--- src/sv/no_adjacent_repeat_scheduler_assert.svh ---
// Assertion macros for the no-adjacent-repeat scheduler.
// The IMP form checks an implication in the same cycle and the NXT form
// checks it in the following cycle. Both are empty when SYNTH is defined.
`ifndef NO_ADJACENT_REPEAT_SCHEDULER_ASSERT_SVH
`define NO_ADJACENT_REPEAT_SCHEDULER_ASSERT_SVH

`ifndef SYNTH

`define NARS_ASSERT_IMP(lbl, clk, rst_n, ante, cons, msg) \
  lbl: assert property (@(posedge clk) disable iff (!rst_n) (ante) |-> (cons)) \
    else $error(msg);

`define NARS_ASSERT_NXT(lbl, clk, rst_n, ante, cons, msg) \
  lbl: assert property (@(posedge clk) disable iff (!rst_n) (ante) |=> (cons)) \
    else $error(msg);

`else

`define NARS_ASSERT_IMP(lbl, clk, rst_n, ante, cons, msg)

`define NARS_ASSERT_NXT(lbl, clk, rst_n, ante, cons, msg)

`endif

`endif

--- src/sv/nars_pkg.sv ---
package nars_pkg;

  // Store limits and letter alphabet
  localparam int MAX_LEN  = 4096;
  localparam int ALPHABET = 26;
  localparam int CNT_W    = $clog2(MAX_LEN + 1);
  localparam int LTR_W    = 5;

  // Padded comparison tree over the letter counters
  localparam int TREE_LV  = $clog2(ALPHABET);
  localparam int TREE_N   = 1 << TREE_LV;

  typedef enum logic {
    CMD_ADD  = 1'b0,
    CMD_PULL = 1'b1
  } cmd_e;

  typedef enum logic [1:0] {
    ST_OK         = 2'd0,
    ST_IMPOSSIBLE = 2'd1,
    ST_EMPTY      = 2'd2
  } status_e;

  typedef logic [ALPHABET-1:0][CNT_W-1:0] counts_t;

  typedef struct packed {
    logic [CNT_W-1:0] cnt;
    logic [LTR_W-1:0] idx;
  } best_t;

  // Largest eligible count, ties to the higher letter code.
  // A zero count means no letter qualifies.
  function automatic best_t pick_best(input counts_t cnt, input logic [ALPHABET-1:0] elig);
    best_t node [TREE_N];
    for (int i = 0; i < TREE_N; i++) begin
      node[i].cnt = '0;
      node[i].idx = LTR_W'(i);
    end
    for (int i = 0; i < ALPHABET; i++) begin
      if (elig[i]) begin
        node[i].cnt = cnt[i];
      end
    end
    // Reduce pairwise; the right node holds the higher codes and wins a tie
    for (int lvl = 0; lvl < TREE_LV; lvl++) begin
      for (int j = 0; j < (TREE_N >> (lvl + 1)); j++) begin
        node[j] = (node[2*j+1].cnt >= node[2*j].cnt) ? node[2*j+1] : node[2*j];
      end
    end
    return node[0];
  endfunction

endpackage

--- src/sv/no_adjacent_repeat_scheduler.sv ---
// No-adjacent-repeat letter scheduler.
// Input stream: tuser carries the command (0 = add, 1 = pull), tdata[4:0]
// carries the letter to add (0..25, ignored on pull). Adds produce no result;
// each pull produces one result on the output stream: tdata[4:0] is the
// letter, tuser the status (0 = letter, 1 = no arrangement, 2 = empty), and
// tlast marks the end of a sequence.
// Every request first lands in an input register; from there the letter
// counters are updated and a pull result is written to the output register,
// where it is presented until the receiver takes it.
// One request per cycle is sustained unless a pull waits on a stalled
// receiver; a single 26-way compare tree lies between the counters and the output register.
// Reset clears all counters, the running total and the sequence state at
// once; no clearing pass is needed.
// When the receiver stalls, the result is held in the output register; adds
// keep flowing, a pull waits in the input register, and tready drops only
// while that pull cannot be written.
module no_adjacent_repeat_scheduler
  import nars_pkg::*;
(
  input  logic       clk_i,
  input  logic       rst_ni,
  input  logic       s_axis_tvalid_i,
  output logic       s_axis_tready_o,
  input  logic [7:0] s_axis_tdata_i,   // [4:0] letter_in, [7:5] zero
  input  logic       s_axis_tuser_i,   // [0] cmd
  output logic       m_axis_tvalid_o,
  input  logic       m_axis_tready_i,
  output logic [7:0] m_axis_tdata_o,   // [4:0] letter_out, [7:5] zero
  output logic [1:0] m_axis_tuser_o,   // [1:0] status
  output logic       m_axis_tlast_o    // is_last
);

  `include "no_adjacent_repeat_scheduler_assert.svh"

  // Input register
  logic             in_valid_q;
  cmd_e             in_cmd_q;
  logic [LTR_W-1:0] in_ltr_q;

  // Scheduler state
  counts_t          cnt_q, cnt_d;
  logic [CNT_W-1:0] total_q, total_d;
  logic [LTR_W-1:0] prev_q, prev_d;
  logic             have_prev_q, have_prev_d;
  logic             emitting_q, emitting_d;

  // Output register
  logic             out_valid_q, out_valid_d;
  logic [LTR_W-1:0] out_ltr_q, out_ltr_d;
  status_e          out_status_q, out_status_d;
  logic             out_last_q, out_last_d;

  logic                out_free;
  logic                fire;
  logic                fire_pull;
  logic [ALPHABET-1:0] elig;
  best_t               best;
  logic [CNT_W:0]      half_total;

  assign out_free        = !out_valid_q || m_axis_tready_i;
  assign fire            = in_valid_q && ((in_cmd_q == CMD_ADD) || out_free);
  assign fire_pull       = fire && (in_cmd_q == CMD_PULL);
  assign s_axis_tready_o = !in_valid_q || fire;

  // Mask the letter emitted last
  always_comb begin
    for (int i = 0; i < ALPHABET; i++) begin
      elig[i] = !(have_prev_q && (prev_q == LTR_W'(i)));
    end
  end

  assign best       = pick_best(cnt_q, elig);
  assign half_total = ({1'b0, total_q} + (CNT_W+1)'(1)) >> 1;

  // Next state of counters and result
  always_comb begin
    cnt_d        = cnt_q;
    total_d      = total_q;
    prev_d       = prev_q;
    have_prev_d  = have_prev_q;
    emitting_d   = emitting_q;
    out_ltr_d    = out_ltr_q;
    out_status_d = out_status_q;
    out_last_d   = out_last_q;
    out_valid_d  = out_valid_q && !m_axis_tready_i;

    if (fire && (in_cmd_q == CMD_ADD)) begin
      // Drop adds while emitting, out of range, or with the store full
      if (!emitting_q && (in_ltr_q < LTR_W'(ALPHABET)) && (total_q < CNT_W'(MAX_LEN))) begin
        for (int i = 0; i < ALPHABET; i++) begin
          if (in_ltr_q == LTR_W'(i)) begin
            cnt_d[i] = cnt_q[i] + CNT_W'(1);
          end
        end
        total_d = total_q + CNT_W'(1);
      end
    end else if (fire_pull) begin
      out_valid_d = 1'b1;
      out_ltr_d   = '0;
      out_last_d  = 1'b1;
      if (total_q == '0) begin
        out_status_d = ST_EMPTY;
      end else if ((!emitting_q && ({1'b0, best.cnt} > half_total)) || (best.cnt == '0)) begin
        // No arrangement: clear the store
        out_status_d = ST_IMPOSSIBLE;
        cnt_d        = '0;
        total_d      = '0;
        prev_d       = '0;
        have_prev_d  = 1'b0;
        emitting_d   = 1'b0;
      end else begin
        out_status_d = ST_OK;
        out_ltr_d    = best.idx;
        for (int i = 0; i < ALPHABET; i++) begin
          if (best.idx == LTR_W'(i)) begin
            cnt_d[i] = cnt_q[i] - CNT_W'(1);
          end
        end
        total_d     = total_q - CNT_W'(1);
        prev_d      = best.idx;
        have_prev_d = 1'b1;
        emitting_d  = 1'b1;
        out_last_d  = (total_q == CNT_W'(1));
        // Last letter: return to the reset state
        if (total_q == CNT_W'(1)) begin
          cnt_d       = '0;
          prev_d      = '0;
          have_prev_d = 1'b0;
          emitting_d  = 1'b0;
        end
      end
    end
  end

  // Capture a request into the input register
  always_ff @(posedge clk_i or negedge rst_ni) begin
    if (!rst_ni) begin
      in_valid_q <= 1'b0;
    end else if (s_axis_tready_o) begin
      in_valid_q <= s_axis_tvalid_i;
    end
  end

  always_ff @(posedge clk_i) begin
    if (s_axis_tready_o && s_axis_tvalid_i) begin
      in_cmd_q <= cmd_e'(s_axis_tuser_i);
      in_ltr_q <= s_axis_tdata_i[LTR_W-1:0];
    end
  end

  // Scheduler state and output valid
  always_ff @(posedge clk_i or negedge rst_ni) begin
    if (!rst_ni) begin
      cnt_q       <= '0;
      total_q     <= '0;
      prev_q      <= '0;
      have_prev_q <= 1'b0;
      emitting_q  <= 1'b0;
      out_valid_q <= 1'b0;
    end else begin
      cnt_q       <= cnt_d;
      total_q     <= total_d;
      prev_q      <= prev_d;
      have_prev_q <= have_prev_d;
      emitting_q  <= emitting_d;
      out_valid_q <= out_valid_d;
    end
  end

  // Hold the result payload
  always_ff @(posedge clk_i) begin
    out_ltr_q    <= out_ltr_d;
    out_status_q <= out_status_d;
    out_last_q   <= out_last_d;
  end

  assign m_axis_tvalid_o = out_valid_q;
  assign m_axis_tdata_o  = {(8 - LTR_W)'(0), out_ltr_q};
  assign m_axis_tuser_o  = out_status_q;
  assign m_axis_tlast_o  = out_last_q;

  `NARS_ASSERT_IMP(a_empty_not_emitting, clk_i, rst_ni, (total_q == '0), !emitting_q,
    "emitting with an empty store")
  `NARS_ASSERT_NXT(a_last_clears, clk_i, rst_ni,
    (fire_pull && out_last_d && (out_status_d == ST_OK)), (total_q == '0) && !have_prev_q,
    "store not cleared after the last letter")
  `NARS_ASSERT_IMP(a_error_is_last, clk_i, rst_ni,
    (out_valid_q && (out_status_q != ST_OK)), out_last_q && (out_ltr_q == '0),
    "error result without last or with a letter")
  `NARS_ASSERT_NXT(a_no_repeat, clk_i, rst_ni,
    (fire_pull && have_prev_q && (out_status_d == ST_OK)), (out_ltr_q != $past(prev_q)),
    "letter repeated")

endmodule

--- config.mk ---
export PLATFORM = sky130hd
export DESIGN_NAME = no_adjacent_repeat_scheduler
export DESIGN_NICKNAME = d
export VERILOG_FILES = /design/src/sv/nars_pkg.sv /design/src/sv/no_adjacent_repeat_scheduler.sv
export VERILOG_INCLUDE_DIRS = /design/src /design/src/sv
export SDC_FILE = /design/constraint.sdc
export NUM_CORES = 2
export LEC_CHECK = 0
export BUFFER_PORTS_ARGS = -buffer_cell sky130_fd_sc_hd__buf_2
export CAP_MARGIN = 20
export CORE_ASPECT_RATIO = 0.9
export CORE_MARGIN = 4
export CORE_UTILIZATION = 37
export CTS_CLUSTER_SIZE = 28
export DETAILED_ROUTE_END_ITERATION = 8
export GPL_ROUTABILITY_DRIVEN = 0
export HOLD_SLACK_MARGIN = 0.08
export PLACE_DENSITY = 0.52
export SLEW_MARGIN = 20
export SYNTH_ARGS = -nofsm -noshare
export SYNTH_HDL_FRONTEND = slang
export SYNTH_SLANG_ARGS = --single-unit
--- constraint.sdc ---
create_clock -name clk_i -period 43.6 [get_ports clk_i]
set_clock_uncertainty 0.2 [all_clocks]
set_input_delay 8.72 -clock clk_i [delete_from_list [all_inputs] [get_ports clk_i]]
set_output_delay 8.72 -clock clk_i [all_outputs]
set_load 0.01 [all_outputs]
==> reports/qor.txt <==
most used cell along the critical path: ha_1
CTS tree: done
Routed Antenna Nets: 0
Reg clk slew, reported paths: 60 ps
worst endpoint required time: 43930 ps
#FFs+latches synth: 373
r2r setup slk: 23690 ps
DP Wirelength: 112 mm
maximum clock insertion buffer count: 3
First-pass DRT Iterations: 6
Boundary Pins: 26
status: finished clean
async set or reset register ratio after synthesis: 96.2%
most common cell in the netlist: nand2_1
vias per cell: 6.30
clock sinks: 373
CTS Hold Bufs: 0
Startpoint Class: flop
max-cap violations: 0
Seq/Total Area, Yosys: 22.7%
starting density of the core: 37.3%
Hold Vio Cnt, Final: 0
count of pins over their slew limit: 0
WL per Instance: 22.7 µm
via count: 43.4k
Rel. slew slack: 23.8%
crit path from: prev_q[3]$_DFFE_PN0P_
final cell count without fillers: 6887
warnings from Yosys: 0
Avg Cell Area, Syn: 7.31 µm²
max incr delay on CP: 910 ps
CP max stage cell: nor2_1
Mapped Cells: 5665
R2R Path Start: prev_q[3]$_DFFE_PN0P_
Yosys top cell by area: dfrtp_1
GRT Resource Usage Total: 25.5%
vias in the first global route: 39.8k
root buffer cell: clkbuf_16
P&R area growth vs syn: 5.79%
largest cells by area after synthesis: dfrtp_1, ha_1, a21oi_1
die span in x: 361 µm
Final min period: 19910 ps
Final period util: 45.7%
postcts setup bufs: 0
Setup crit end kind: flop
Worst Min Path Start: cnt_q[103]$_DFFE_PN0P_
critical-path maximum fanout: 60
Core Region: 0.111 mm²
grt ovf: 0
Post-synth top cells: nand2_1, a21oi_1, nor2_1
initial drt markers: 4480
mapped cell area: 0.0414 mm²
Min-Delay Endpoint: cnt_q[103]$_DFFE_PN0P_
kind of critical path: reg -> reg
nets: 5776
placed cell count: 6787
first-pass GRT wire length: 242 mm
I/O Buffers: 19
Worst Hold Path Cells: 1
num rows: 116
CTS resizes: 0
H-tree depth: 2
total wire length: 156 mm
EDFF count, synth: 14
Die ar.: 0.117 mm²
top cell type's share of synthesized area: 21.7%
layout cells sized above 1: 4.75%
Hold WC Path Type: reg -> reg
Unique masters post-synth: 97
Reg-to-Reg End: cnt_q[208]$_DFFE_PN0P_
ys flop type: dfrtp_1
unrepaired setup endpoints after global routing: no
Reg2Reg Depth: 57
largest net degree at the start of global routing: 129
Die Height: 325 µm
Total Negative Setup Slacks: 0 ps
Arr. time, crit path: 20240 ps
highest clock rate: 0.0502 GHz
total CTS buffers: 51
Residual DRC: 0
latest clock arrival within the worst-skew pair: 670 ps
initial antenna violation count: 2
Final Setup Violations: 0
slew at the pin with the worst max-slew slack: 1130 ps
kinds of logic after synthesis:
family / count (synthesis) / synth area share, %
other cells: 1 / 0.00905
buf+inv: 656 / 6.36
simple gates: 2097 / 24.6
flops: 373 / 22.7
mux: 83 / 2.08
xor+xnor: 48 / 1.01
fa+ha+maj: 394 / 11.9
compound gates: 2013 / 31.3
critical path: cells and delay by family (launching register included):
family | cells | cell delay (ps)
adders and majority gates | 6 | 1900
DFF | 1 | 650
muxes | 2 | 930
buffers and inverters | 8 | 2470
and+or+nand+nor | 14 | 5950
AOI/OAI and AO/OA | 27 | 7560
registers in the layout (all words and copies together), names as in the netlist, 2 cells and up:
signal and flops:
cnt_q 338, total_q 13, in_ltr_q 5, out_ltr_q 5, prev_q 5, m_axis_tuser_o 2
area by class of cell:
class,count,area [µm²]
well taps,1475,1850
inverters,229,860
multi-input cells,4638,29500
clock buffers,77,1490
fillers,11800,67400
diodes,1,2.50
clock inverters,18,136
repair buffers,76,571
flip-flops and latches,373,9400
worst max-delay path by stage:
stage / end / slack, ps / cells after the start
floorplan: s_axis_tready_o / 25630 / 2
global placement: cnt_q[208]$_DFFE_PN0P_ / 24360 / 57
detailed placement: cnt_q[208]$_DFFE_PN0P_ / 24350 / 57
CTS: cnt_q[208]$_DFFE_PN0P_ / 24270 / 57
global route: cnt_q[208]$_DFFE_PN0P_ / 22710 / 57
finish: cnt_q[208]$_DFFE_PN0P_ / 23690 / 57
routing by layer:
metal	wire length [µm]	global-route usage (%)	vias to the layer above
li1	-	-	20600
met1	73900	38.4	20900
met2	64900	36.9	1657
met3	13300	4.94	219
met4	4320	6.93	0
met5	0	0	-
cells in the final DEF (no fill, tap or decap), types with 57 or more instances in the layout:
cell type / synthesis / routed
a31oi_1: 132 / 132
o22ai_1: 119 / 119
nor4_1: 57 / 57
nand4_1: 77 / 77
dfrtp_1: 359 / 359
nand2_1: 620 / 618
o21ai_0: 342 / 338
a221oi_1: 66 / 66
ha_1: 394 / 394
o21ai_1: 121 / 123
or3_1: 125 / 125
and3_1: 106 / 106
a22oi_1: 74 / 74
a211oi_1: 63 / 63
and2_1: 156 / 155
o31ai_1: 135 / 134
mux2i_1: 57 / 57
a21oi_1: 532 / 529
nor3_1: 144 / 144
inv_1: 229 / 229
nand3_1: 192 / 192
nor2_1: 451 / 450
through the flow:
stage	setup WS, ps	utilization (%)	instance area (µm²)	hold slack, ps
floorplan	25630	-	41400	232
global placement	24360	37.9	42100	261
detailed placement	24350	37.9	42100	266
CTS	24270	39.4	43800	273
global route	22710	39.4	43800	288
finish	23690	39.4	43800	274
Power is left out: the tool's default activity adds up to more than one toggle a clock period on the data nets, which glitch-free logic cannot reach.
